$ cat src/rtl/sidechain_noise_gate_assert.svh
// Assertion macros for the side-chain noise gate
`ifndef SIDECHAIN_NOISE_GATE_ASSERT_SVH
`define SIDECHAIN_NOISE_GATE_ASSERT_SVH

`ifndef ASSERT_OFF

`define SNG_ASSERT_IMP(name, ck, rs, ante, cons) \
    name: assert property (@(posedge ck) disable iff (!rs) (ante) |-> (cons)) \
        else $error("sng: implication check failed");

`define SNG_ASSERT_NXT(name, ck, rs, ante, cons) \
    name: assert property (@(posedge ck) disable iff (!rs) (ante) |=> (cons)) \
        else $error("sng: next-cycle check failed");

`else

`define SNG_ASSERT_IMP(name, ck, rs, ante, cons)

`define SNG_ASSERT_NXT(name, ck, rs, ante, cons)

`endif

`endif

$ cat src/rtl/sng_pkg.sv
// Shared constants, types and helpers for the side-chain noise gate
package sng_pkg;

    localparam int MAIN_CHANNELS = 2;
    localparam int AUX_CHANNELS  = 2;
    localparam int SMP_W         = 24;
    localparam int CH_W          = (MAIN_CHANNELS > 1) ? $clog2(MAIN_CHANNELS) : 1;

    localparam int THR_W   = 24;
    localparam int RATIO_W = 20;
    localparam int COEF_W  = 25;
    localparam int CNT_W   = 2;
    localparam int GAIN_W  = 25;
    localparam int ENV_W   = 24;
    localparam int PROD_W  = 49;

    localparam int CFG_W  = 25;
    localparam int CFG_AW = 3;

    localparam int DIV_STEPS = 24;
    localparam int DIV_CW    = $clog2(DIV_STEPS);

    localparam logic [GAIN_W-1:0] UNITY = GAIN_W'(1) << (GAIN_W - 1);

    localparam logic [CFG_AW-1:0] REG_THRESHOLD  = CFG_AW'(0);
    localparam logic [CFG_AW-1:0] REG_RATIO      = CFG_AW'(1);
    localparam logic [CFG_AW-1:0] REG_ATTACK     = CFG_AW'(2);
    localparam logic [CFG_AW-1:0] REG_RELEASE    = CFG_AW'(3);
    localparam logic [CFG_AW-1:0] REG_MAIN_COUNT = CFG_AW'(4);
    localparam logic [CFG_AW-1:0] REG_AUX_COUNT  = CFG_AW'(5);

    typedef logic signed [SMP_W-1:0] smp_t;

    typedef struct packed {
        logic            capture;
        logic            env_mul;
        logic            env_upd;
        logic            gain_mul;
        logic            gain_chk;
        logic            div_step;
        logic            div_last;
        logic            scl_mul;
        logic            scl_rnd;
        logic            load_out;
        logic [CH_W-1:0] ch;
    } cmd_t;

    typedef struct packed {
        logic need_div;
    } sts_t;

    function automatic logic [SMP_W-1:0] mag(input smp_t x);
        logic [SMP_W-1:0] u;
        u = x;
        return x[SMP_W-1] ? (~u + SMP_W'(1)) : u;
    endfunction

endpackage

$ cat src/rtl/sng_in_if.sv
// Input item channel: one frame of main and side-chain samples
interface sng_in_if;
    logic                 valid;
    logic                 ready;
    sng_pkg::smp_t        main_0;
    sng_pkg::smp_t        main_1;
    sng_pkg::smp_t        aux_0;
    sng_pkg::smp_t        aux_1;

    modport source (output valid, output main_0, output main_1, output aux_0,
                    output aux_1, input ready);
    modport sink   (input valid, input main_0, input main_1, input aux_0,
                    input aux_1, output ready);
endinterface

$ cat src/rtl/sng_out_if.sv
// Result item channel: gated main samples and the applied gain
interface sng_out_if;
    logic                          valid;
    logic                          ready;
    sng_pkg::smp_t                 out_0;
    sng_pkg::smp_t                 out_1;
    logic [sng_pkg::GAIN_W-1:0]    applied_gain;

    modport source (output valid, output out_0, output out_1, output applied_gain,
                    input ready);
    modport sink   (input valid, input out_0, input out_1, input applied_gain,
                    output ready);
endinterface

$ cat src/rtl/sng_ctrl.sv
// Sequencer for the noise gate: steps the datapath through one item
module sng_ctrl
(
    input  logic          clk,
    input  logic          rst_n,
    input  logic          in_valid,
    output logic          in_ready,
    output logic          out_valid,
    input  logic          out_ready,
    output sng_pkg::cmd_t cmd,
    input  sng_pkg::sts_t sts
);

    localparam logic [3:0] S_IDLE     = 4'd0;
    localparam logic [3:0] S_ENV_MUL  = 4'd1;
    localparam logic [3:0] S_ENV_UPD  = 4'd2;
    localparam logic [3:0] S_GAIN_MUL = 4'd3;
    localparam logic [3:0] S_GAIN_CHK = 4'd4;
    localparam logic [3:0] S_DIV      = 4'd5;
    localparam logic [3:0] S_SCL_MUL  = 4'd6;
    localparam logic [3:0] S_SCL_RND  = 4'd7;
    localparam logic [3:0] S_WRITE    = 4'd8;

    logic [3:0]                  state_reg, state_next;
    logic [sng_pkg::DIV_CW-1:0]  cnt_reg, cnt_next;
    logic [sng_pkg::CH_W-1:0]    ch_reg, ch_next;
    logic                        out_valid_reg, out_valid_next;
    logic                        out_free;
    logic                        div_last;
    logic                        ch_last;

    assign out_free  = !out_valid_reg || out_ready;
    assign div_last  = (cnt_reg == sng_pkg::DIV_CW'(sng_pkg::DIV_STEPS - 1));
    assign ch_last   = (ch_reg == sng_pkg::CH_W'(sng_pkg::MAIN_CHANNELS - 1));
    assign in_ready  = (state_reg == S_IDLE);
    assign out_valid = out_valid_reg;

    always_comb
    begin
        state_next = state_reg;
        cnt_next   = cnt_reg;
        ch_next    = ch_reg;
        cmd        = '0;
        cmd.ch     = ch_reg;
        unique case (state_reg)
            S_IDLE:
            begin
                if (in_valid)
                begin
                    cmd.capture = 1'b1;
                    state_next  = S_ENV_MUL;
                end
            end
            S_ENV_MUL:
            begin
                cmd.env_mul = 1'b1;
                state_next  = S_ENV_UPD;
            end
            S_ENV_UPD:
            begin
                cmd.env_upd = 1'b1;
                state_next  = S_GAIN_MUL;
            end
            S_GAIN_MUL:
            begin
                cmd.gain_mul = 1'b1;
                state_next   = S_GAIN_CHK;
            end
            S_GAIN_CHK:
            begin
                cmd.gain_chk = 1'b1;
                cnt_next     = '0;
                ch_next      = '0;
                state_next   = sts.need_div ? S_DIV : S_SCL_MUL;
            end
            S_DIV:
            begin
                cmd.div_step = 1'b1;
                cmd.div_last = div_last;
                cnt_next     = cnt_reg + sng_pkg::DIV_CW'(1);
                if (div_last)
                begin
                    state_next = S_SCL_MUL;
                end
            end
            S_SCL_MUL:
            begin
                cmd.scl_mul = 1'b1;
                state_next  = S_SCL_RND;
            end
            S_SCL_RND:
            begin
                cmd.scl_rnd = 1'b1;
                ch_next     = ch_reg + sng_pkg::CH_W'(1);
                state_next  = ch_last ? S_WRITE : S_SCL_MUL;
            end
            S_WRITE:
            begin
                if (out_free)
                begin
                    cmd.load_out = 1'b1;
                    state_next   = S_IDLE;
                end
            end
            default:
            begin
                state_next = S_IDLE;
            end
        endcase
    end

    always_comb
    begin
        if (cmd.load_out)
        begin
            out_valid_next = 1'b1;
        end
        else if (out_ready)
        begin
            out_valid_next = 1'b0;
        end
        else
        begin
            out_valid_next = out_valid_reg;
        end
    end

    always_ff @(posedge clk or negedge rst_n)
    begin
        if (!rst_n)
        begin
            state_reg     <= S_IDLE;
            cnt_reg       <= '0;
            ch_reg        <= '0;
            out_valid_reg <= 1'b0;
        end
        else
        begin
            state_reg     <= state_next;
            cnt_reg       <= cnt_next;
            ch_reg        <= ch_next;
            out_valid_reg <= out_valid_next;
        end
    end

endmodule

$ cat src/rtl/sng_dp.sv
// Datapath for the noise gate: registers, detector, envelope, divider, scaler
module sng_dp
(
    input  logic                        clk,
    input  logic                        rst_n,
    input  logic                        cfg_we,
    input  logic [sng_pkg::CFG_AW-1:0]  cfg_addr,
    input  logic [sng_pkg::CFG_W-1:0]   cfg_data,
    input  sng_pkg::smp_t               main_in [sng_pkg::MAIN_CHANNELS],
    input  sng_pkg::smp_t               aux_in  [sng_pkg::AUX_CHANNELS],
    input  sng_pkg::cmd_t               cmd,
    output sng_pkg::sts_t               sts,
    output sng_pkg::smp_t               res_out [sng_pkg::MAIN_CHANNELS],
    output logic [sng_pkg::GAIN_W-1:0]  gain_out
);

    localparam int SW = sng_pkg::SMP_W;
    localparam int EW = sng_pkg::ENV_W;
    localparam int GW = sng_pkg::GAIN_W;
    localparam int PW = sng_pkg::PROD_W;
    localparam int NW = sng_pkg::THR_W + 16;

    // configuration
    logic [sng_pkg::THR_W-1:0]   thr_reg;
    logic [sng_pkg::RATIO_W-1:0] ratio_reg;
    logic [sng_pkg::COEF_W-1:0]  atk_reg;
    logic [sng_pkg::COEF_W-1:0]  rel_reg;
    logic [sng_pkg::CNT_W-1:0]   mcnt_reg;
    logic [sng_pkg::CNT_W-1:0]   acnt_reg;

    // per-item state
    sng_pkg::smp_t          main_reg [sng_pkg::MAIN_CHANNELS];
    sng_pkg::smp_t          res_reg  [sng_pkg::MAIN_CHANNELS];
    sng_pkg::smp_t          out_reg  [sng_pkg::MAIN_CHANNELS];
    logic [EW-1:0]          det_reg, det_next;
    logic [EW-1:0]          env_reg, env_next;
    logic                   up_reg;
    logic [PW-1:0]          prod_reg;
    logic [GW-1:0]          gain_reg, gain_next;
    logic [GW-1:0]          out_gain_reg;
    logic [EW-1:0]          rem_reg, rem_next;
    logic [EW-1:0]          quo_reg, quo_next;

    logic [sng_pkg::CNT_W-1:0] nm, na;
    logic [SW-1:0]          mag0, mag1;
    logic [SW:0]            mag_sum;
    logic                   up;
    logic [EW-1:0]          env_diff;
    logic [sng_pkg::COEF_W-1:0] coef_raw, coef_sat;
    logic [GW-1:0]          mul_a;
    logic [EW-1:0]          mul_b;
    logic [PW-1:0]          mul_p;
    logic [EW-1:0]          step;
    logic [EW-1:0]          env_moved;
    logic                   open;
    logic signed [NW+4:0]   num_s;
    logic [NW-1:0]          num_u;
    logic                   num_pos;
    logic                   sat;
    logic [EW:0]            div_r2;
    logic                   div_ge;
    logic [EW:0]            div_sub;
    logic [PW-2:0]          rnd_sum;
    logic [SW-1:0]          rnd_mag;
    sng_pkg::smp_t          cur_x;
    sng_pkg::smp_t          scaled;
    logic                   ch_active;

    assign nm = (mcnt_reg > sng_pkg::CNT_W'(sng_pkg::MAIN_CHANNELS))
              ? sng_pkg::CNT_W'(sng_pkg::MAIN_CHANNELS) : mcnt_reg;
    assign na = (acnt_reg > sng_pkg::CNT_W'(sng_pkg::AUX_CHANNELS))
              ? sng_pkg::CNT_W'(sng_pkg::AUX_CHANNELS) : acnt_reg;

    // detector: mean magnitude of the active side-chain samples
    assign mag0    = sng_pkg::mag(aux_in[0]);
    assign mag1    = sng_pkg::mag(aux_in[1]);
    assign mag_sum = {1'b0, mag0} + {1'b0, mag1};

    always_comb
    begin
        case (na)
            sng_pkg::CNT_W'(0): det_next = '0;
            sng_pkg::CNT_W'(1): det_next = mag0;
            default:            det_next = mag_sum[SW:1];
        endcase
    end

    // envelope follower
    assign up       = det_reg > env_reg;
    assign env_diff = up ? (det_reg - env_reg) : (env_reg - det_reg);
    assign coef_raw = up ? atk_reg : rel_reg;
    assign coef_sat = (coef_raw > sng_pkg::UNITY) ? sng_pkg::UNITY : coef_raw;
    assign step     = prod_reg[2*EW-1:EW];
    assign env_moved = up_reg ? (env_reg + step) : (env_reg - step);
    assign env_next  = (env_moved == '0) ? EW'(1) : env_moved;

    // gain check
    assign open    = env_reg >= thr_reg;
    assign num_s   = $signed({5'd0, thr_reg, 16'd0}) - $signed({1'b0, prod_reg[NW+3:0]});
    assign num_pos = !num_s[NW+4] && (num_s != '0);
    assign num_u   = num_s[NW-1:0];
    assign sat     = num_u >= {env_reg, 16'd0};
    assign sts.need_div = !open && num_pos && !sat;

    // restoring divider, one quotient bit per step
    assign div_r2   = {rem_reg, quo_reg[EW-1]};
    assign div_ge   = div_r2 >= {1'b0, env_reg};
    assign div_sub  = div_r2 - {1'b0, env_reg};
    assign rem_next = div_ge ? div_sub[EW-1:0] : div_r2[EW-1:0];
    assign quo_next = {quo_reg[EW-2:0], div_ge};

    always_comb
    begin
        gain_next = gain_reg;
        if (cmd.gain_chk)
        begin
            if (open)
            begin
                gain_next = sng_pkg::UNITY;
            end
            else if (!num_pos)
            begin
                gain_next = '0;
            end
            else if (sat)
            begin
                gain_next = sng_pkg::UNITY;
            end
        end
        else if (cmd.div_last)
        begin
            gain_next = {1'b0, quo_next};
        end
    end

    // shared multiplier operands
    assign cur_x = main_reg[cmd.ch];

    always_comb
    begin
        if (cmd.env_mul)
        begin
            mul_a = coef_sat;
            mul_b = env_diff;
        end
        else if (cmd.gain_mul)
        begin
            mul_a = GW'(ratio_reg);
            mul_b = thr_reg - env_reg;
        end
        else
        begin
            mul_a = gain_reg;
            mul_b = sng_pkg::mag(cur_x);
        end
    end

    assign mul_p = mul_a * mul_b;

    // sample scaling with rounding to nearest, ties away from zero
    assign rnd_sum   = prod_reg[PW-2:0] + (PW-1)'(1 << (SW - 1));
    assign rnd_mag   = rnd_sum[PW-2:SW];
    assign scaled    = cur_x[SW-1] ? (~rnd_mag + SW'(1)) : rnd_mag;
    assign ch_active = sng_pkg::CNT_W'(cmd.ch) < nm;

    always_ff @(posedge clk or negedge rst_n)
    begin
        if (!rst_n)
        begin
            thr_reg   <= sng_pkg::THR_W'(8388608);
            ratio_reg <= sng_pkg::RATIO_W'(65536);
            atk_reg   <= '0;
            rel_reg   <= '0;
            mcnt_reg  <= sng_pkg::CNT_W'(2);
            acnt_reg  <= '0;
            env_reg   <= '0;
        end
        else
        begin
            if (cfg_we)
            begin
                unique case (cfg_addr)
                    sng_pkg::REG_THRESHOLD:  thr_reg   <= cfg_data[sng_pkg::THR_W-1:0];
                    sng_pkg::REG_RATIO:      ratio_reg <= cfg_data[sng_pkg::RATIO_W-1:0];
                    sng_pkg::REG_ATTACK:     atk_reg   <= cfg_data[sng_pkg::COEF_W-1:0];
                    sng_pkg::REG_RELEASE:    rel_reg   <= cfg_data[sng_pkg::COEF_W-1:0];
                    sng_pkg::REG_MAIN_COUNT: mcnt_reg  <= cfg_data[sng_pkg::CNT_W-1:0];
                    sng_pkg::REG_AUX_COUNT:  acnt_reg  <= cfg_data[sng_pkg::CNT_W-1:0];
                    default:                 ;
                endcase
            end
            if (cmd.env_upd)
            begin
                env_reg <= env_next;
            end
        end
    end

    always_ff @(posedge clk)
    begin
        if (cmd.capture)
        begin
            main_reg <= main_in;
            det_reg  <= det_next;
        end
        if (cmd.env_mul)
        begin
            up_reg <= up;
        end
        if (cmd.env_mul || cmd.gain_mul || cmd.scl_mul)
        begin
            prod_reg <= mul_p;
        end
        gain_reg <= gain_next;
        if (cmd.gain_chk)
        begin
            rem_reg <= num_u[NW-1:16];
            quo_reg <= {num_u[15:0], 8'd0};
        end
        else if (cmd.div_step)
        begin
            rem_reg <= rem_next;
            quo_reg <= quo_next;
        end
        if (cmd.scl_rnd)
        begin
            res_reg[cmd.ch] <= ch_active ? scaled : cur_x;
        end
        if (cmd.load_out)
        begin
            out_reg      <= res_reg;
            out_gain_reg <= gain_reg;
        end
    end

    assign res_out  = out_reg;
    assign gain_out = out_gain_reg;

endmodule

$ cat src/rtl/sidechain_noise_gate.sv
// Side-chain keyed noise gate (downward expander), top level
//
// Items enter on din (two main samples, two side-chain samples, signed
// Q1.23) and leave on dout (two gated samples and the Q1.24 gain used).
// Registers are written through cfg_we / cfg_addr / cfg_data; the user
// must do so only while idle, as the block itself does not enforce it.
// One item is processed at a time: capture, envelope update, gain,
// the 24-step restoring divider (skipped when the envelope is at or
// above threshold or the gain clamps), scaling of each main channel
// and output load. The single shared 25x24 multiplier serves the steps.
// din.ready is high only while the sequencer is idle; a finished item
// waits in the output register, so the next item may be accepted while
// dout is stalled. A second finished item waits in the datapath until the
// output register is taken.
// Reset clears the envelope, loads the register defaults and empties
// the output register.
`include "sidechain_noise_gate_assert.svh"
module sidechain_noise_gate
(
    input  logic                        clk,
    input  logic                        rst_n,
    input  logic                        cfg_we,
    input  logic [sng_pkg::CFG_AW-1:0]  cfg_addr,
    input  logic [sng_pkg::CFG_W-1:0]   cfg_data,
    sng_in_if.sink                      din,
    sng_out_if.source                   dout
);

    sng_pkg::cmd_t  cmd;
    sng_pkg::sts_t  sts;
    sng_pkg::smp_t  main_arr [sng_pkg::MAIN_CHANNELS];
    sng_pkg::smp_t  aux_arr  [sng_pkg::AUX_CHANNELS];
    sng_pkg::smp_t  res_arr  [sng_pkg::MAIN_CHANNELS];
    logic [sng_pkg::GAIN_W-1:0] gain;

    assign main_arr[0] = din.main_0;
    assign main_arr[1] = din.main_1;
    assign aux_arr[0]  = din.aux_0;
    assign aux_arr[1]  = din.aux_1;

    sng_ctrl u_ctrl
    (
        .clk       (clk),
        .rst_n     (rst_n),
        .in_valid  (din.valid),
        .in_ready  (din.ready),
        .out_valid (dout.valid),
        .out_ready (dout.ready),
        .cmd       (cmd),
        .sts       (sts)
    );

    sng_dp u_dp
    (
        .clk      (clk),
        .rst_n    (rst_n),
        .cfg_we   (cfg_we),
        .cfg_addr (cfg_addr),
        .cfg_data (cfg_data),
        .main_in  (main_arr),
        .aux_in   (aux_arr),
        .cmd      (cmd),
        .sts      (sts),
        .res_out  (res_arr),
        .gain_out (gain)
    );

    assign dout.out_0        = res_arr[0];
    assign dout.out_1        = res_arr[1];
    assign dout.applied_gain = gain;

    `SNG_ASSERT_IMP(a_load_free, clk, rst_n, cmd.load_out, !dout.valid || dout.ready)
    `SNG_ASSERT_NXT(a_one_item, clk, rst_n, din.valid && din.ready, !din.ready)
    `SNG_ASSERT_IMP(a_gain_range, clk, rst_n, dout.valid, dout.applied_gain <= sng_pkg::UNITY)

endmodule
$ cat src/flat_wrapper.sv
// flat-port wrapper written by rule: the top's interface ports become plain ports
module sidechain_noise_gate_flat 
  (clk, rst_n, cfg_we, cfg_addr, cfg_data, din_valid, din_main_0, din_main_1, din_aux_0, din_aux_1, din_ready, dout_valid, dout_out_0, dout_out_1, dout_applied_gain, dout_ready);
  sng_in_if din_i ();
  sng_out_if dout_i ();
  input  logic clk;
  input  logic rst_n;
  input  logic cfg_we;
  input  logic [sng_pkg::CFG_AW-1:0] cfg_addr;
  input  logic [sng_pkg::CFG_W-1:0] cfg_data;
  input wire logic [$bits(din_i.valid)-1:0] din_valid;
  input wire logic [$bits(din_i.main_0)-1:0] din_main_0;
  input wire logic [$bits(din_i.main_1)-1:0] din_main_1;
  input wire logic [$bits(din_i.aux_0)-1:0] din_aux_0;
  input wire logic [$bits(din_i.aux_1)-1:0] din_aux_1;
  output wire logic [$bits(din_i.ready)-1:0] din_ready;
  output wire logic [$bits(dout_i.valid)-1:0] dout_valid;
  output wire logic [$bits(dout_i.out_0)-1:0] dout_out_0;
  output wire logic [$bits(dout_i.out_1)-1:0] dout_out_1;
  output wire logic [$bits(dout_i.applied_gain)-1:0] dout_applied_gain;
  input wire logic [$bits(dout_i.ready)-1:0] dout_ready;
  assign din_i.valid = din_valid;
  assign din_i.main_0 = din_main_0;
  assign din_i.main_1 = din_main_1;
  assign din_i.aux_0 = din_aux_0;
  assign din_i.aux_1 = din_aux_1;
  assign din_ready = din_i.ready;
  assign dout_valid = dout_i.valid;
  assign dout_out_0 = dout_i.out_0;
  assign dout_out_1 = dout_i.out_1;
  assign dout_applied_gain = dout_i.applied_gain;
  assign dout_i.ready = dout_ready;
  sidechain_noise_gate u_core (.clk(clk), .rst_n(rst_n), .cfg_we(cfg_we), .cfg_addr(cfg_addr), .cfg_data(cfg_data), .din(din_i), .dout(dout_i));
endmodule
$ cat config.mk
export PLATFORM = sky130hd
export DESIGN_NAME = sidechain_noise_gate_flat
export DESIGN_NICKNAME = d
export VERILOG_FILES = /design/src/rtl/sng_pkg.sv /design/src/rtl/sng_in_if.sv /design/src/rtl/sng_out_if.sv /design/src/rtl/sng_ctrl.sv /design/src/rtl/sng_dp.sv /design/src/rtl/sidechain_noise_gate.sv /design/src/flat_wrapper.sv
export VERILOG_INCLUDE_DIRS = /design/src /design/src/rtl
export SDC_FILE = /design/constraint.sdc
export NUM_CORES = 2
export LEC_CHECK = 0
export BUFFER_PORTS_ARGS = -buffer_cell sky130_fd_sc_hd__clkbuf_2
export CORE_AREA = 2 2 332 499
export CTS_BUF_LIST = sky130_fd_sc_hd__clkbuf_4
export DETAILED_ROUTE_END_ITERATION = 8
export DIE_AREA = 0 0 334 501
export GPL_ROUTABILITY_DRIVEN = 0
export PLACE_DENSITY_LB_ADDON = 0.08
export SLEW_MARGIN = 20
export SYNTH_ARGS = -nofsm -noshare
export SYNTH_HDL_FRONTEND = slang
export SYNTH_SLANG_ARGS = --single-unit
$ cat constraint.sdc
create_clock -name clk -period 11.77 [get_ports clk]
set_clock_uncertainty 0.2 [all_clocks]
set_input_delay 1.7655 -clock clk [delete_from_list [all_inputs] [get_ports clk]]
set_output_delay 1.7655 -clock clk [all_outputs]
set_load 0.02 [all_outputs]
# Word-level counts from Yosys, hierarchy flattened
# Cells that the tools add are included.
# totals
reg_bits	448
word_cells	158
out_inout_bits	75
input_bits	129
# op_classes
bitwise_logic	5
magnitude_cmp	10
n_eq_ne	19
reduce_logical	29
multipliers	1
n_mux	54
n_addsub	15
# ops
cell	count
two-way mux 24 bit	19
two-way mux 25 bit	9
subtractor 24 bit	5
adder 24 x 1 -> 24 bit (second input constant)	4
NOT 24 bit	4
adder 48 x 24 -> 48 bit (second input constant)	1
bitwise mux 48 bit	1
multiplier 25 x 24 -> 48 bit	1
case mux 24 bit (2 select lines)	1
nonzero test 45 bit	1
subtractor 40 x 44 -> 45 bit	1
>= comparator 40 bit	1
case mux 4 bit (9 select lines)	1
adder 24 x 24 -> 25 bit	1
>= comparator 25 x 24 -> 1 bit	1
> comparator 25 bit (second input constant)	1
adder 24 bit	1
demux 24 bit (select 1 bit)	1
>= comparator 24 bit	1
> comparator 24 bit	1
logical NOT 24 bit	1
equality test 4 x 3 -> 1 bit (second input constant)	4
two-way mux 4 bit	4
AND reduction 2 bit	7
29 further kinds	61

# Logic depth before layout (Yosys ltp)
# depth
ltp_word	10
depth_mapped	45
ltp_nobuf	41

# By module
# A second synthesis with hierarchy kept.
# unflattened
cells_unflattened	5307
area_unflattened_um2	49802.8
# by_module_without_submodules
module	seq_area_each_um2	cells_each	area_each_um2	instances
sng_dp	12435.7	5228	49150.9	1
sng_ctrl	275.3	79	651.9	1

# Worst setup path after synthesis
# No wires, ideal clock.
# synth_path
path_type	reg2reg
from	register u_core.u_ctrl.ch_reg, in the netlist u_core.u_ctrl.ch_last
to	register u_core.u_dp.prod_reg[45] (data pin)
setup_time_ns	0.261
stages_incl_launch_ff	39
period_less_slack_ns	10.080
required_time_ns	11.309
arrival_time_ns	9.619
n_path_buf	6
path_slack_ns	1.690
cell_sequence	dfrtp_1 -> buf_2 -> buf_2 -> buf_2 -> clkbuf_1 -> mux2i_1 -> ha_1 -> nand2b_1 -> or4_1 -> o31ai_1 -> xnor2_1 -> o21ai_1 -> a21oi_1 -> clkbuf_1 -> buf_2 -> nor3_1 -> fa_1 -> inv_1 -> [3 not listed] -> fa_1 -> fa_1 -> fa_1 -> inv_1 -> fa_1 -> inv_1 -> ha_1 -> and4_1 -> and2_1 -> nand2_1 -> o311ai_0 -> a21oi_1 -> o311ai_1 -> o31a_1 -> o31ai_1 -> nand2_1 -> nor4b_1 -> a311o_1
# synth_between
elab_chain_len	10
# synth_rtl
element	line	rtl
from (decl)	sng_ctrl.sv:26	logic [sng_pkg::CH_W-1:0] ch_reg, ch_next;
from (signal assigned)	sng_ctrl.sv:141	ch_reg <= ch_next;
NOT 1 -> 2 bit (not written as such) (*)	sng_dp.sv:137	assign cur_x = main_reg[cmd.ch];
two-way mux 24 bit (not written as such) (*) (3 in series)	sng_dp.sv:137	
NOT 24 bit	sng_pkg.sv:55	return x[SMP_W-1] ? (~u + SMP_W'(1)) : u;
adder 24 x 1 -> 24 bit	sng_pkg.sv:55	
two-way mux 24 bit (*)	sng_pkg.sv:55	
two-way mux 24 bit (*)	sng_dp.sv:146	else if (cmd.gain_mul)
two-way mux 24 bit (*)	sng_dp.sv:141	if (cmd.env_mul)
multiplier 25 x 24 -> 48 bit (*)	sng_dp.sv:158	assign mul_p = mul_a * mul_b;
via u_core.u_dp.mul_p[45]	sng_dp.sv:52	logic [PW-1:0] mul_p;
to (signal assigned)	sng_dp.sv:212	prod_reg <= mul_p;
to (decl)	sng_dp.sv:38	logic [PW-1:0] prod_reg;
# The timed path passes the listed nets; every way through them passes the cells marked *. The select of a mux whose other input is x is not followed.
# A chain may end at the register's enable or synchronous reset.

# Worst setup path in the final report
# layout_path
from	register u_core.u_dp.env_reg[23]
to	register u_core.u_dp.prod_reg[46] (data pin)
# layout_between
elab_chain_len	6
word_cells_on_any_way	12
classes_between	add/sub: 3; mul: 1; order compare: 2; mux: 6
# layout_rtl
element	line	rtl
from (decl)	sng_dp.sv:36	logic [EW-1:0] env_reg, env_next;
from (signal assigned)	sng_dp.sv:194	env_reg <= env_next;
> comparator 24 bit	sng_dp.sv:89	assign up = det_reg > env_reg;
two-way mux 25 bit	sng_dp.sv:91	assign coef_raw = up ? atk_reg : rel_reg;
> comparator 25 bit	sng_dp.sv:92	assign coef_sat = (coef_raw > sng_pkg::UNITY) ? sng_pkg::UNITY : coef_raw;
two-way mux 25 bit	sng_dp.sv:92	
two-way mux 25 bit	sng_dp.sv:141	
multiplier 25 x 24 -> 48 bit (*)	sng_dp.sv:158	
via u_core.u_dp.mul_p[46]	sng_dp.sv:52	
# The timed path passes the listed nets; every way through them passes the cells marked *.

==> impl_results.html <==
<table>
<tr><th>Metric</th><th>Value</th></tr>
<tr><th colspan="2">Clock network</th></tr>
<tr><td>Post-CTS setup buffer count</td><td>0</td></tr>
<tr><td>Maximum buffer depth of the clock tree</td><td>3</td></tr>
<tr><td>Root buf cell</td><td>clkbuf_4</td></tr>
<tr><td>Cts hold-fix bufs</td><td>0</td></tr>
<tr><td>Clock transition at path regs</td><td>0.07 ns</td></tr>
<tr><td>TritonCTS clock tree</td><td>built</td></tr>
<tr><td>H-tree lvl count</td><td>3</td></tr>
<tr><td>Number of cells upsized or downsized after cts</td><td>0</td></tr>
<tr><td>Sinks on the clock net</td><td>about 450</td></tr>
<tr><td>Insertion delay of the later-clocked pin in the worst-skew pair</td><td>between 1 and 1.5 ns</td></tr>
<tr><td>Num CTS Buffers</td><td>between 100 and 150</td></tr>
<tr><th colspan="2">Critical path</th></tr>
<tr><td>Arrival time of data at the critical path endpoint</td><td>between 10 and 15 ns</td></tr>
<tr><td>Worst setup path startpoint</td><td>u_core.u_dp.env_reg[23]$_DFFE_PN0P_</td></tr>
<tr><td>CP endpoint kind</td><td>flip-flop</td></tr>
<tr><td>Category of the worst setup path launch point</td><td>flip-flop</td></tr>
<tr><td>CP Data Required Time</td><td>12.32 ns</td></tr>
<tr><td>Combined buffer and inverter count along the critical path</td><td>11</td></tr>
<tr><td>Largest driver fanout on the critical path</td><td>32</td></tr>
<tr><td>Top delay family on crit path</td><td>adder cells</td></tr>
<tr><td>Crit Reg-Reg Startpoint</td><td>u_core.u_dp.env_reg[23]$_DFFE_PN0P_</td></tr>
<tr><td>Type of the setup path with the least slack</td><td>flip-flop to flip-flop</td></tr>
<tr><td>Worst stage delay on the critical path</td><td>~0.51 ns</td></tr>
<tr><td>Cell at the slowest stage of the critical path</td><td>fa_1</td></tr>
<tr><th colspan="2">Placement</th></tr>
<tr><td>Post-Place Worst Slack</td><td>0.313 ns</td></tr>
<tr><td>Post-place instance area</td><td>approximately 53000 um^2</td></tr>
<tr><td>Count of input and output buffers</td><td>slightly above 200</td></tr>
<tr><td>Final HPWL DP</td><td>162 mm</td></tr>
<tr><td>Number of placed instances, taps included</td><td>approximately 7400</td></tr>
<tr><th colspan="2">Synthesis</th></tr>
<tr><td>Post-synthesis register bit count</td><td>448</td></tr>
<tr><td>Sequential fraction of the synthesis area</td><td>26.1%</td></tr>
<tr><td>Post-synthesis async set-or-reset flop share</td><td>between 20% and 30%</td></tr>
<tr><td>Most used DFF post-synth</td><td>edfxtp_1</td></tr>
<tr><td>Synthesized net count</td><td>6167</td></tr>
<tr><td>Count of warnings emitted by yosys</td><td>0</td></tr>
<tr><td>Post-Synthesis Cell Area</td><td>about 49000 um^2</td></tr>
<tr><td>EDFF count, synth</td><td>307</td></tr>
<tr><td>Post-synth cell types</td><td>98</td></tr>
<tr><td>Gate count after technology mapping</td><td>just over 5000</td></tr>
<tr><td>Average footprint of a synthesized cell</td><td>9.42 um^2</td></tr>
<tr><th colspan="2">GRT</th></tr>
<tr><td>Pin count of the biggest net entering global routing</td><td>68</td></tr>
<tr><td>Number of global-route vias before repair</td><td>between 40000 and 50000</td></tr>
<tr><td>Total routing usage reported by global routing</td><td>approximately a quarter</td></tr>
<tr><td>Number of antenna violations at the first check in global routing</td><td>6</td></tr>
<tr><td>Global-route wire length before repair</td><td>288 mm</td></tr>
<tr><td>Overflow left after global routing</td><td>0</td></tr>
<tr><th colspan="2">Timing</th></tr>
<tr><td>Final clock period utilization by the worst path</td><td>between 90% and 100%</td></tr>
<tr><td>Final hold vios</td><td>0</td></tr>
<tr><td>Worst slew pin tran</td><td>1.15 ns</td></tr>
<tr><td>Crit path time final</td><td>about 11 ns</td></tr>
<tr><td>FMAX</td><td>roughly 87 MHz</td></tr>
<tr><td>Max-slew headroom at the worst pin</td><td>approximately a quarter</td></tr>
<tr><td>Final setup margin</td><td>0.286 ns</td></tr>
<tr><td>Endpoints failing setup</td><td>0</td></tr>
<tr><td>Final count of pins violating max slew</td><td>0</td></tr>
<tr><td>Sum Neg Setup Slack</td><td>0 ns</td></tr>
<tr><th colspan="2">Floorplanning</th></tr>
<tr><td>Initial core utilization</td><td>between 20% and 30%</td></tr>
<tr><td>Chip height</td><td>around 500 um</td></tr>
<tr><td>Die X</td><td>roughly 330 um</td></tr>
<tr><td>Core area</td><td>163000 um^2</td></tr>
<tr><td>Core Rows</td><td>182</td></tr>
<tr><td>Die area</td><td>approximately 170000 um^2</td></tr>
<tr><td>I/O pin total</td><td>between 200 and 250</td></tr>
<tr><th colspan="2">Job</th></tr>
<tr><td>Max Cap Viol</td><td>0</td></tr>
<tr><th colspan="2">Route</th></tr>
<tr><td>Remaining DRCs</td><td>0</td></tr>
<tr><td>Detailed-route wire length</td><td>198 mm</td></tr>
<tr><td>Post-route antenna net violation count</td><td>0</td></tr>
<tr><td>Vias per Instance</td><td>roughly 5</td></tr>
<tr><td>Total number of vias</td><td>39088</td></tr>
<tr><td>DRC marker count from the first detailed-route iteration</td><td>2029</td></tr>
<tr><td>Mean routed wirelength per cell</td><td>approximately 26 um</td></tr>
<tr><td>Detailed-router iteration count before antenna repair</td><td>7</td></tr>
<tr><th colspan="2">Cells and area</th></tr>
<tr><td>Final cell count without fillers</td><td>about 7600</td></tr>
<tr><td>Post-Layout Inst Area</td><td>54500 um^2</td></tr>
<tr><td>Layout fillers</td><td>about 17000</td></tr>
<tr><td>Share of cells above drive strength 1</td><td>~13%</td></tr>
<tr><td>Final net count</td><td>between 6000 and 7000</td></tr>
<tr><td>Area Growth Syn to Fin</td><td>12.1%</td></tr>
<tr><th colspan="2">Worst hold path</th></tr>
<tr><td>Worst Min Path Start</td><td>u_core.u_dp.res_reg[23]$_DFFE_PP_</td></tr>
<tr><td>Worst min-delay path category</td><td>flip-flop to flip-flop</td></tr>
<tr><th colspan="2">Outcome</th></tr>
<tr><td>Result of the run</td><td>finished clean</td></tr>
</table>
worst register-to-register path, delay by kind of cell, from the launching register on:
family                   cells  cell delay (ns)
AND/OR/NAND/NOR              6             1.32
XOR/XNOR                     1             0.16
flip-flops                   1             0.41
AO/OA/AOI/OAI               11             3.24
adder cells (fa/ha/maj)      9             4.16
buffers and inverters       11             1.70
routing by layer:
layer	part of all wire [%]	track usage, %	vias to the layer above	wire (um)
li1	-	-	17983	-
met1	39	26.6	19850	76900
met2	52	43.9	922	104000
met3	2.7	1.95	333	5280
met4	6.3	12.9	0	12600
met5	0	0	-	0
worst paths after layout:
check	to	slack, ns	cells past startpoint
max	u_core.u_dp.prod_reg[46]$_DFFE_PP_	0.29	38
min	u_core.u_dp.res_out[23]$_DFFE_PP_	0.22	0
max reg2reg	u_core.u_dp.prod_reg[46]$_DFFE_PP_	0.29	38
min reg2reg	u_core.u_dp.res_out[23]$_DFFE_PP_	0.22	0
max in group asynchronous	u_core.u_dp.env_reg[2]$_DFFE_PN0P_	9.06	3
min in group asynchronous	u_core.u_ctrl.out_valid$_DFFE_PN0P_	0.33	1
synthesized netlist by cell type (28+ instances only):
cell type    n  area (um^2)
nor2b_1     50          313
or3_1       44          275
edfxtp_1   307         9220
xor2_1      82          718
a22o_1      32          280
a21o_1      76          571
nand2b_1    71          444
fa_1       509        10200
o21ai_0    161          806
nor2_1     457         1720
nand4_1     50          313
o21ai_1     72          360
a31oi_1     46          288
nand2_1    507         1900
nor3_1      69          345
inv_1      698         2620
buf_2       36          180
xnor2_1    211         1850
mux2_2     102         1150
ha_1       368         4600
o211ai_1    33          248
mux2i_1     66          661
o21bai_1    31          233
and2_1      34          213
a21oi_1    225         1130
o21a_1      29          218
a211oi_1    28          210
nand3_1     78          390
clkbuf_1   173          649
and3_1      38          238
nor4_1      34          213
dfrtp_1    130         3250
layout by cell type (no fill, tap or decap), types with 44 or more instances in the layout:
master and n:
edfxtp_1 307, inv_1 698, a21oi_1 217, mux2i_1 63
nor2_1 453, or3_1 44, fa_1 509, a21o_1 76
ha_1 368, nor2b_1 49, dfrtp_1 128, xnor2_1 211
o21ai_0 160, nor3_1 67, xor2_1 82, nand3_1 78
a31oi_1 45, nand2_1 506, nand4_1 50, clkbuf_4 167
clkbuf_2 202, mux2_2 102, nand2b_1 71, o21ai_1 65
buf_4 153
metrics by stage:
| step | utilization, % | hold WS (ns) |
|---|---|---|
| floorplan | - | 0.200 |
| global placement | 32.4 | 0.201 |
| detailed placement | 32.4 | 0.205 |
| CTS | 33.4 | 0.193 |
| global route | 33.4 | 0.214 |
| finish | 33.4 | 0.215 |
area by class of cell:
cell class                 count  area, um^2  area share, %
antenna                        5        12.5         0.0230
timing repair buffer         364        2320           4.26
inverter                     704        2640           4.85
clock inverter                49         379          0.696
tap                         2116        2650           4.86
multi-input combinational   3781       32500           59.7
clock buffer                 167        1250           2.30
sequential                   448       12700           23.3
cells by family after synthesis:
family          after synthesis  synth area share (%)
compound gates              917                  12.3
mux                         172                  3.81
flops                       448                  26.1
fa+ha+maj                   877                  30.4
xor+xnor                    293                  5.28
buf+inv                     932                  7.37
simple gates               1522                  14.6
Power is not shown: default switching activity piles up to over one toggle a cycle in this logic, so the estimate is an artifact.
